===== src/xh32_pkg.sv =====
// xh32_pkg: shared constants and types for the xxHash32 byte stream core.
// No dependencies; imported by xh32_front, xh32_back and the top level.
`default_nettype none

package xh32_pkg;

  localparam logic [31:0] PRIME1 = 32'h9E37_79B1;
  localparam logic [31:0] PRIME2 = 32'h85EB_CA77;
  localparam logic [31:0] PRIME3 = 32'hC2B2_AE3D;
  localparam logic [31:0] PRIME4 = 32'h27D4_EB2F;
  localparam logic [31:0] PRIME5 = 32'h1656_67B1;

  localparam int unsigned QUEUE_DEPTH = 4;
  localparam int unsigned QPTR_W      = $clog2(QUEUE_DEPTH);

  localparam logic [2:0] REG_IDX_SEED = 3'd0;

  // one classified beat handed from front to back
  typedef struct packed {
    logic [7:0] data_byte;
    logic       has_byte;
    logic       is_last;
  } xh_item_t;

endpackage

`default_nettype wire


===== src/xxhash32_byte_stream_core.sv =====
// xxhash32_byte_stream_core: top level of the xxHash32-style byte stream hasher.
// Depends on xh32_pkg, xh32_front and xh32_back.
//
// Usage:
//  - in_ beats carry one message byte in in_tdata; in_tuser says the byte is
//    present, in_tlast ends the message. A beat with neither is dropped.
//  - out_ beats carry the 32-bit digest, one per message, after its last beat.
//  - cfg_ is an APB write/read port; the seed register sits at address 0 and
//    is to be written only between messages; the block itself does not enforce this.
// Throughput: the back end takes one byte per cycle while idle; it takes none
//  while it folds a completed 16-byte stripe (four lanes in turn, on the one shared
//  multiplier) or forms a digest. A four-entry queue in front absorbs bytes while it folds.
// Digest steps after the last beat is taken by the back end: the stripe fold if
//  that byte completes a stripe, FIN0 and FIN1, one word step per whole word and one
//  byte step per byte left of the message tail (0..15 bytes), then the avalanche steps.
// The digest waits in an output register; the back end carries on with the
//  next message and only holds at the end of it if that register is still
//  full. in_tready drops when the queue is full.
// Reset clears the queue, the byte count and the seed (to zero) and loads
//  the lane starts for that seed; no clearing pass is needed.
`default_nettype none

module xxhash32_byte_stream_core (
  input  wire logic        clk,
  input  wire logic        rst_n,
  input  wire logic        in_tvalid,
  output logic             in_tready,
  input  wire logic [7:0]  in_tdata,   // [7:0] data_byte
  input  wire logic        in_tuser,   // [0] byte_valid
  input  wire logic        in_tlast,
  output logic             out_tvalid,
  input  wire logic        out_tready,
  output logic [31:0]      out_tdata,  // [31:0] digest
  input  wire logic        cfg_psel,
  input  wire logic        cfg_penable,
  input  wire logic        cfg_pwrite,
  input  wire logic [2:0]  cfg_paddr,
  input  wire logic [31:0] cfg_pwdata,
  output logic [31:0]      cfg_prdata,
  output logic             cfg_pready
);
  import xh32_pkg::*;

  logic [31:0] seed_r;
  logic        seed_wr;
  logic        item_valid;
  logic        item_pop;
  xh_item_t    item;

  assign cfg_pready = 1'b1;
  assign seed_wr    = cfg_psel && cfg_penable && cfg_pwrite && cfg_pready
                      && ({cfg_paddr[2], 2'b00} == REG_IDX_SEED);
  assign cfg_prdata = ({cfg_paddr[2], 2'b00} == REG_IDX_SEED) ? seed_r : 32'd0;

  always_ff @(posedge clk) begin
    if (!rst_n) begin
      seed_r <= '0;
    end else if (seed_wr) begin
      seed_r <= cfg_pwdata;
    end
  end

  xh32_front u_front (
    .clk        (clk),
    .rst_n      (rst_n),
    .in_tvalid  (in_tvalid),
    .in_tready  (in_tready),
    .in_tdata   (in_tdata),
    .in_tuser   (in_tuser),
    .in_tlast   (in_tlast),
    .item_valid (item_valid),
    .item       (item),
    .item_pop   (item_pop)
  );

  xh32_back u_back (
    .clk        (clk),
    .rst_n      (rst_n),
    .seed       (seed_wr ? cfg_pwdata : seed_r),
    .seed_load  (seed_wr),
    .item_valid (item_valid),
    .item       (item),
    .item_pop   (item_pop),
    .out_tvalid (out_tvalid),
    .out_tready (out_tready),
    .out_tdata  (out_tdata)
  );

endmodule

`default_nettype wire


===== src/xh32_front.sv =====
// xh32_front: accepts input beats, drops empty ones, queues the rest.
// Depends on xh32_pkg for the queue item type and depth.
`default_nettype none

module xh32_front (
  input  wire logic              clk,
  input  wire logic              rst_n,
  input  wire logic              in_tvalid,
  output logic                   in_tready,
  input  wire logic [7:0]        in_tdata,
  input  wire logic              in_tuser,
  input  wire logic              in_tlast,
  output logic                   item_valid,
  output xh32_pkg::xh_item_t     item,
  input  wire logic              item_pop
);
  import xh32_pkg::*;

  xh_item_t            q_r [QUEUE_DEPTH];
  logic [QPTR_W:0]     wp_r, wp_nxt;
  logic [QPTR_W:0]     rp_r, rp_nxt;
  logic [QPTR_W:0]     fill;
  logic                push;

  assign fill       = wp_r - rp_r;
  assign in_tready  = (fill != QUEUE_DEPTH[QPTR_W:0]);
  assign push       = in_tvalid && in_tready && (in_tuser || in_tlast);
  assign item_valid = (fill != '0);
  assign item       = q_r[rp_r[QPTR_W-1:0]];

  always_comb begin
    wp_nxt = push ? wp_r + 1'b1 : wp_r;
    rp_nxt = (item_pop && item_valid) ? rp_r + 1'b1 : rp_r;
  end

  always_ff @(posedge clk) begin
    if (!rst_n) begin
      wp_r <= '0;
      rp_r <= '0;
    end else begin
      wp_r <= wp_nxt;
      rp_r <= rp_nxt;
    end
  end

  always_ff @(posedge clk) begin
    if (push) begin
      q_r[wp_r[QPTR_W-1:0]] <= '{data_byte: in_tdata, has_byte: in_tuser, is_last: in_tlast};
    end
  end

endmodule

`default_nettype wire


===== src/xh32_back.sv =====
// xh32_back: sequencer that buffers stripes, folds lanes and forms the digest
// with one shared registered 32x32 multiplier. Depends on xh32_pkg.
`default_nettype none

module xh32_back (
  input  wire logic               clk,
  input  wire logic               rst_n,
  input  wire logic [31:0]        seed,
  input  wire logic               seed_load,
  input  wire logic               item_valid,
  input  wire xh32_pkg::xh_item_t item,
  output logic                    item_pop,
  output logic                    out_tvalid,
  input  wire logic               out_tready,
  output logic [31:0]             out_tdata
);
  import xh32_pkg::*;

  localparam logic [4:0] S_IDLE   = 5'd0;
  localparam logic [4:0] S_F_MUL1 = 5'd1;
  localparam logic [4:0] S_F_ROT  = 5'd2;
  localparam logic [4:0] S_F_MUL2 = 5'd3;
  localparam logic [4:0] S_F_WR   = 5'd4;
  localparam logic [4:0] S_FIN0   = 5'd5;
  localparam logic [4:0] S_FIN1   = 5'd6;
  localparam logic [4:0] S_TAIL   = 5'd7;
  localparam logic [4:0] S_TW_ROT = 5'd8;
  localparam logic [4:0] S_TW_MUL = 5'd9;
  localparam logic [4:0] S_TW_WR  = 5'd10;
  localparam logic [4:0] S_TB_ROT = 5'd11;
  localparam logic [4:0] S_TB_MUL = 5'd12;
  localparam logic [4:0] S_TB_WR  = 5'd13;
  localparam logic [4:0] S_AV0    = 5'd14;
  localparam logic [4:0] S_AV1    = 5'd15;
  localparam logic [4:0] S_AV2    = 5'd16;
  localparam logic [4:0] S_AV3    = 5'd17;
  localparam logic [4:0] S_AV4    = 5'd18;

  function automatic logic [31:0] rotl32(input logic [31:0] v, input logic [4:0] k);
    rotl32 = (v << k) | (v >> (6'd32 - {1'b0, k}));
  endfunction

  logic [4:0]  state_r, state_nxt;
  logic [31:0] lane_r [4];
  logic [31:0] wbuf_r [4];
  logic [31:0] cnt_r;
  logic        done_r;
  logic        pend_last_r;
  logic [1:0]  k_r;
  logic [3:0]  pos_r;
  logic [31:0] h_r;
  logic [31:0] t_r;
  logic [31:0] mul_r;
  logic        out_valid_r;
  logic [31:0] out_data_r;
  logic [31:0] mul_a, mul_b;
  logic        mul_en;
  logic [1:0]  rd_idx;
  logic [31:0] word_rd;
  logic [7:0]  byte_rd;
  logic [3:0]  rem;
  logic        word_left, byte_left;
  logic        out_free;

  assign out_tvalid = out_valid_r;
  assign out_tdata  = out_data_r;
  assign rem       = cnt_r[3:0];
  assign word_left = ({1'b0, pos_r} + 5'd4) <= {1'b0, rem};
  assign byte_left = pos_r < rem;
  assign rd_idx    = (state_r == S_F_MUL1) ? k_r : pos_r[3:2];
  assign word_rd   = wbuf_r[rd_idx];
  assign byte_rd   = word_rd[{pos_r[1:0], 3'b000} +: 8];
  assign out_free  = !out_valid_r || out_tready;
  assign item_pop  = (state_r == S_IDLE) && item_valid;

  always_comb begin
    mul_en = 1'b1;
    mul_a  = t_r;
    mul_b  = PRIME1;
    case (state_r)
      S_F_MUL1: begin
        mul_a = word_rd;
        mul_b = PRIME2;
      end
      S_F_MUL2: mul_b = PRIME1;
      S_TAIL: begin
        mul_a = word_left ? word_rd : {24'd0, byte_rd};
        mul_b = word_left ? PRIME3 : PRIME5;
      end
      S_TW_MUL: mul_b = PRIME4;
      S_TB_MUL: mul_b = PRIME1;
      S_AV1:    mul_b = PRIME2;
      S_AV3:    mul_b = PRIME3;
      default:  mul_en = 1'b0;
    endcase
  end

  always_comb begin
    state_nxt = state_r;
    case (state_r)
      S_IDLE: begin
        if (item_valid) begin
          if (item.has_byte && (cnt_r[3:0] == 4'hF)) begin
            state_nxt = S_F_MUL1;
          end else if (item.is_last) begin
            state_nxt = S_FIN0;
          end
        end
      end
      S_F_MUL1: state_nxt = S_F_ROT;
      S_F_ROT:  state_nxt = S_F_MUL2;
      S_F_MUL2: state_nxt = S_F_WR;
      S_F_WR: begin
        if (k_r != 2'd3) begin
          state_nxt = S_F_MUL1;
        end else begin
          state_nxt = pend_last_r ? S_FIN0 : S_IDLE;
        end
      end
      S_FIN0: state_nxt = S_FIN1;
      S_FIN1: state_nxt = S_TAIL;
      S_TAIL: begin
        if (word_left) begin
          state_nxt = S_TW_ROT;
        end else if (byte_left) begin
          state_nxt = S_TB_ROT;
        end else begin
          state_nxt = S_AV0;
        end
      end
      S_TW_ROT: state_nxt = S_TW_MUL;
      S_TW_MUL: state_nxt = S_TW_WR;
      S_TW_WR:  state_nxt = S_TAIL;
      S_TB_ROT: state_nxt = S_TB_MUL;
      S_TB_MUL: state_nxt = S_TB_WR;
      S_TB_WR:  state_nxt = S_TAIL;
      S_AV0:    state_nxt = S_AV1;
      S_AV1:    state_nxt = S_AV2;
      S_AV2:    state_nxt = S_AV3;
      S_AV3:    state_nxt = S_AV4;
      S_AV4: begin
        if (out_free) begin
          state_nxt = S_IDLE;
        end
      end
      default: state_nxt = S_IDLE;
    endcase
  end

  always_ff @(posedge clk) begin
    if (!rst_n) begin
      state_r     <= S_IDLE;
      cnt_r       <= '0;
      done_r      <= 1'b0;
      pend_last_r <= 1'b0;
      k_r         <= '0;
      out_valid_r <= 1'b0;
      lane_r[0]   <= PRIME1 + PRIME2;
      lane_r[1]   <= PRIME2;
      lane_r[2]   <= '0;
      lane_r[3]   <= PRIME1;
    end else begin
      state_r <= state_nxt;
      if ((state_r == S_AV4) && out_free) begin
        out_valid_r <= 1'b1;
      end else if (out_valid_r && out_tready) begin
        out_valid_r <= 1'b0;
      end
      case (state_r)
        S_IDLE: begin
          // lanes follow the seed only until the first stripe is folded
          if (seed_load && !done_r) begin
            lane_r[0] <= seed + PRIME1 + PRIME2;
            lane_r[1] <= seed + PRIME2;
            lane_r[2] <= seed;
            lane_r[3] <= seed + PRIME1;
          end
          if (item_valid) begin
            pend_last_r <= item.is_last;
            k_r         <= '0;
            if (item.has_byte) begin
              cnt_r <= cnt_r + 32'd1;
            end
          end
        end
        S_F_WR: begin
          lane_r[k_r] <= mul_r;
          done_r      <= 1'b1;
          k_r         <= k_r + 2'd1;
        end
        S_AV4: begin
          if (out_free) begin
            cnt_r      <= '0;
            done_r     <= 1'b0;
            lane_r[0]  <= seed + PRIME1 + PRIME2;
            lane_r[1]  <= seed + PRIME2;
            lane_r[2]  <= seed;
            lane_r[3]  <= seed + PRIME1;
          end
        end
        default: ;
      endcase
    end
  end

  always_ff @(posedge clk) begin
    if (mul_en) begin
      mul_r <= mul_a * mul_b;
    end
    if (item_pop && item.has_byte) begin
      wbuf_r[cnt_r[3:2]][{cnt_r[1:0], 3'b000} +: 8] <= item.data_byte;
    end
    case (state_r)
      S_F_ROT: t_r <= rotl32(lane_r[k_r] + mul_r, 5'd13);
      S_FIN0: begin
        if (done_r) begin
          h_r <= rotl32(lane_r[0], 5'd1) + rotl32(lane_r[1], 5'd7);
          t_r <= rotl32(lane_r[2], 5'd12) + rotl32(lane_r[3], 5'd18);
        end else begin
          h_r <= seed + PRIME5;
          t_r <= '0;
        end
      end
      S_FIN1: begin
        h_r   <= h_r + t_r + cnt_r;
        pos_r <= '0;
      end
      S_TW_ROT: t_r <= rotl32(h_r + mul_r, 5'd17);
      S_TW_WR: begin
        h_r   <= mul_r;
        pos_r <= pos_r + 4'd4;
      end
      S_TB_ROT: t_r <= rotl32(h_r + mul_r, 5'd11);
      S_TB_WR: begin
        h_r   <= mul_r;
        pos_r <= pos_r + 4'd1;
      end
      S_AV0: t_r <= h_r ^ (h_r >> 15);
      S_AV2: t_r <= mul_r ^ (mul_r >> 13);
      S_AV4: begin
        if (out_free) begin
          out_data_r <= mul_r ^ (mul_r >> 16);
        end
      end
      default: ;
    endcase
  end

endmodule

`default_nettype wire


===== config.mk =====
export PLATFORM = sky130hd
export DESIGN_NAME = xxhash32_byte_stream_core
export DESIGN_NICKNAME = d
export VERILOG_FILES = /design/src/xh32_pkg.sv /design/src/xxhash32_byte_stream_core.sv /design/src/xh32_front.sv /design/src/xh32_back.sv
export SDC_FILE = /design/constraint.sdc
export NUM_CORES = 2
export LEC_CHECK = 0
export ABC_AREA = 1
export BUFFER_PORTS_ARGS = -buffer_cell sky130_fd_sc_hd__buf_2
export CAP_MARGIN = 10
export CORE_ASPECT_RATIO = 1.5
export CORE_MARGIN = 2
export CORE_UTILIZATION = 65
export DETAILED_ROUTE_END_ITERATION = 8
export MAX_ROUTING_LAYER = met4
export PLACE_DENSITY = 0.82
export SYNTH_ARGS = -nofsm -noshare
export SYNTH_HDL_FRONTEND = slang
export SYNTH_HIERARCHICAL = 1
export SYNTH_SLANG_ARGS = --single-unit

===== constraint.sdc =====
create_clock -name clk -period 18.6 [get_ports clk]
set_input_delay 2.79 -clock clk [delete_from_list [all_inputs] [get_ports clk]]
set_output_delay 2.79 -clock clk [all_outputs]
set_load 0.1 [all_outputs]

==> results of run 1 <==
## through the flow
step	worst slack [ns]	hold WS (ns)	instances
2_1_floorplan	10.18	0.424	6362
3_3_place_gp	7.82	0.457	7371
3_5_place_dp	7.73	0.476	7371
4_1_cts	7.64	0.486	7463
## cells by family after synthesis
kind of cell | Yosys count
simple gates | 2507
other cells | 1
compound gates | 1095
fa+ha+maj | 745
flops | 512
xor+xnor | 198
buf+inv | 1304
## per-layer routing
metal,global-route usage,GRT overflow
met5,-,-
met4,0.639,8
met3,0.221,0
met2,0.847,4
met1,0.574,0
==> impl_metrics.py, run 1 <==
metrics = {
    "synthesis": {
        "yosys-top-cells-count": "nand2_1 (1225), inv_1 (1077), nor2_1 (677)",
        "yosys_register_bits": 512,
        "synth-simple-area-share": 0.208,
        "synth.area.top_cells": "edfxtp_1 (25%), fa_1 (17%), nand2_1 (9.1%), inv_1 (8.0%), ha_1 (7.7%)",
        "synth_top_family_by_area": "adder cells",
        "yosysTopAreaCell": "edfxtp_1",
        "synth_area_um2": 50800,
        "synth.mux.area_fraction": 0,
        "synth_top_area_share": 0.253,
        "yosys.area_share.xor_xnor": 0.0346,
        "synthArstFlopShare": 0,
        "synth_edf_count": 428,
        "syn_inst": 6362,
        "yosysMostFrequentCell": "nand2_1",
        "yosysWarningCount": 6,
        "synthFlopType": "edfxtp_1",
        "yosysUniqueCellTypes": 74,
        "synth_area_per_cell_um2": 7.98,
        "syn_nets": 7159,
        "synth_fa_ha_area_frac": 0.247,
        "synth-seq-area-share": 0.286,
        "synth_compound_area_frac": 0.125,
    },
    "clock_tree": {
        "post_cts_buffers": 0,
        "hold_buffers": 0,
        "htreeDepth": 2,
        "post_cts_resized": 0,
        "clock_path_buffers": 3,
        "cts_buffers": 49,
        "clock_tree.root_cell": "clkbuf_16",
        "cts.sinks": 512,
    },
    "placement": {
        "place_area_um2": 52400,
        "portBuffers": 115,
        "hpwl_mm": 167,
        "place_congestion": 1.14,
    },
    "run_status": {
        "status": "did not finish",
        "error_line": "[ERROR GRT-0116] Global routing finished with congestion. Check the congestion regions in the DRC Viewer.",
        "lastStage": "global routing (5_1_grt)",
    },
    "global_route": {
        "grt_use_total": 0.587,
        "grt_pass1_wl_mm": 334,
        "gr-total-overflow": 12,
        "grt_pass1_vias": 50900,
        "grt_max_degree": 64,
    },
    "floorplanning": {
        "ios": 119,
        "die_y_um": 346,
        "rows": 125,
        "start_util": 0.656,
        "die_w_um": 232,
    },
}
==> inputs of run 2 (changes only) <==
Settings changed: CORE_ASPECT_RATIO 1.5 to not set, CORE_UTILIZATION 65 to 40, MAX_ROUTING_LAYER met4 to not set, PLACE_DENSITY 0.82 to not set, PLACE_DENSITY_LB_ADDON set to 0.15.
==> run 2 against run 1 <==
Compared with the run above:
- synthesized area unchanged
- synthesized cell count unchanged
- the run now ends clean
==> impl_metrics.py, run 2 <==
metrics = {
    "setup_path": {
        "cp-startpoint": "u_back/pos_r[0]",
        "worstPathRequired_ns": 19.02,
        "start_kind": "register",
        "reg2reg_to": "u_back/mul_r[31]",
        "cp-end-kind": "register",
        "crit_fanout": 37,
        "crit_type": "register to register",
        "critPathMaxStageDelay_ns": 0.74,
        "crit_end": "u_back/mul_r[31]",
        "reg2regPathDepth": 38,
        "critPathSlowestCell": "edfxtp_1",
        "cp_data_arrival_time_ns": 11.10,
        "reg2reg_slack_ns": 7.92,
        "r2r_start": "u_back/pos_r[0]",
    },
    "cells_and_area": {
        "drive_above_1_share": 0.0666,
        "mostFrequentLayoutCell": "nand2_1",
        "design_area_um2": 55400,
        "most-common-layout-cells": "nand2_1 (1225), inv_1 (1077), nor2_1 (672)",
        "nNetsFinal": 7219,
        "syn2layout_area_growth_pct": 9.14,
        "num-fill-cells": 12700,
    },
    "synthesis": {
        "yosysWarningCount": 6,
        "syn_nets": 7159,
        "synth_edf_count": 428,
        "yosys-top-cells-count": "nand2_1 (1225), inv_1 (1077), nor2_1 (677)",
        "yosys_register_bits": 512,
        "yosysMostFrequentCell": "nand2_1",
        "synthFlopType": "edfxtp_1",
        "synth-seq-area-share": 0.286,
        "synth_area_per_cell_um2": 7.98,
        "synth_area_um2": 50800,
        "syn_inst": 6362,
        "yosysTopAreaCell": "edfxtp_1",
        "synthArstFlopShare": 0,
        "synth.area.top_cells": "edfxtp_1 (25%), fa_1 (17%), nand2_1 (9.1%), inv_1 (8.0%), ha_1 (7.7%)",
        "yosysUniqueCellTypes": 74,
        "synth_top_area_share": 0.253,
    },
    "sta": {
        "rsz0062_at_grt": "false",
        "tightestPinTransition_ns": 1.09,
        "period_share": 0.574,
        "fmaxAchievable_mhz": 93.6,
        "setup_tns_ns": 0,
        "skew_ns": 0.0795,
        "period_needed_ns": 10.68,
        "hold_violations": 0,
        "max-slew-margin-rel": 0.275,
        "setup_viol": 0,
        "slew_violations": 0,
    },
    "clock_tree": {
        "cts.sinks": 512,
        "clock_tree.root_cell": "clkbuf_16",
        "clock_path_buffers": 3,
        "clkSlewWorstSetupHoldPaths_ns": 0.06,
        "htreeDepth": 2,
        "hold_buffers": 0,
        "post_cts_resized": 0,
        "cts_tree": "yes",
        "post_cts_buffers": 0,
        "cts_buffers": 61,
        "clk_latency_ns": 0.73,
    },
    "placement": {
        "portBuffers": 115,
        "place_congestion": 1.01,
        "place_area_um2": 53200,
        "hpwl_mm": 173,
    },
    "drt": {
        "drtAntennaViolNets": 0,
        "drt_iter0_drc": 4446,
        "vias": 45400,
        "drt_pass1_iterations": 7,
        "wl_per_cell_um": 26.4,
        "route.detailed.drc": 0,
        "wirelength_mm": 215,
        "routed_via_density": 5.58,
    },
    "floorplanning": {
        "core_um2": 126000,
        "die_w_um": 360,
        "start_util": 0.403,
        "die_area_um2": 130000,
        "die_y_um": 360,
        "ios": 119,
        "rows": 130,
    },
    "global_route": {
        "grt_max_degree": 65,
        "grt_pass1_vias": 44200,
        "grt_pass1_wl_mm": 309,
        "antenna_found_initial": 3,
        "gr-total-overflow": 0,
        "grt_use_total": 0.327,
    },
    "hold_path": {
        "holdCritPathClass": "register to register",
    },
    "run_status": {
        "status": "finished clean",
    },
    "flow_run": {
        "maxCapViolations": 0,
    },
}
-- run 2: how the worst min path moves through the flow --
stage / startpoint / endpoint / slack, ns / depth (start not counted)
detailed placement: u_back/pend_last_r / u_back/pend_last_r / 0.48 / 2
global route: u_back/pend_last_r / u_back/pend_last_r / 0.52 / 2
floorplan: u_back/mul_r[31] / u_back/out_tdata[31] / 0.42 / 0
finish: u_back/pend_last_r / u_back/pend_last_r / 0.49 / 2
CTS: u_back/pend_last_r / u_back/pend_last_r / 0.49 / 2
global placement: u_back/pend_last_r / u_back/pend_last_r / 0.48 / 2
-- run 2: metal layers --
layer,vias to the layer above,part of all wire,track usage
met5,-,0.000051,0
met4,2,0.068,0.181
met3,492,0.066,0.0402
met2,2057,0.47,0.543
met1,21900,0.40,0.415
li1,20900,-,-
-- run 2: worst max-delay path, delay by kind of cell, from the launching register on --
kind	cells	cell delay (ns)
fa+ha+maj	10	4.50
simple gates	12	2.24
buf+inv	11	1.81
flops	1	0.74
compound gates	5	1.03
-- run 2: logic make-up after synthesis --
| family | count (synthesis) | share of synthesized area |
|---|---|---|
| AND/OR/NAND/NOR | 2507 | 0.208 |
| buffers and inverters | 1304 | 0.0987 |
| AO/OA/AOI/OAI | 1095 | 0.125 |
| adder cells (fa/ha/maj) | 745 | 0.247 |
| flip-flops | 512 | 0.286 |
| XOR/XNOR | 198 | 0.0346 |
| other | 1 | 0.0000738 |
-- run 2: layout make-up --
type | count | area (um2) | share of cell area
clock buffers | 68 | 1560 | 0.0282
multi-input cells | 4546 | 31300 | 0.564
clock inverters | 47 | 671 | 0.0121
diodes | 3 | 7.51 | 0.000135
repair buffers | 190 | 1140 | 0.0205
flip-flops and latches | 512 | 14500 | 0.262
well taps | 1650 | 2060 | 0.0372
inverters | 1111 | 4170 | 0.0752
-- run 2: metrics by stage --
stage                     std cells  hold WS [ns]  worst slack, ns  utilization
after floorplan                6362         0.424            10.18            -
after global placement         8009         0.476             8.09        0.423
after detailed placement       8009         0.478             8.12        0.423
after CTS                      8124         0.487             8.06        0.440
after global routing           8124         0.516             7.39        0.440
final                          8127         0.485             7.92        0.440
Power of run 2 is not shown: default switching activity piles up to over one toggle a cycle in this logic, so the estimate is an artifact.
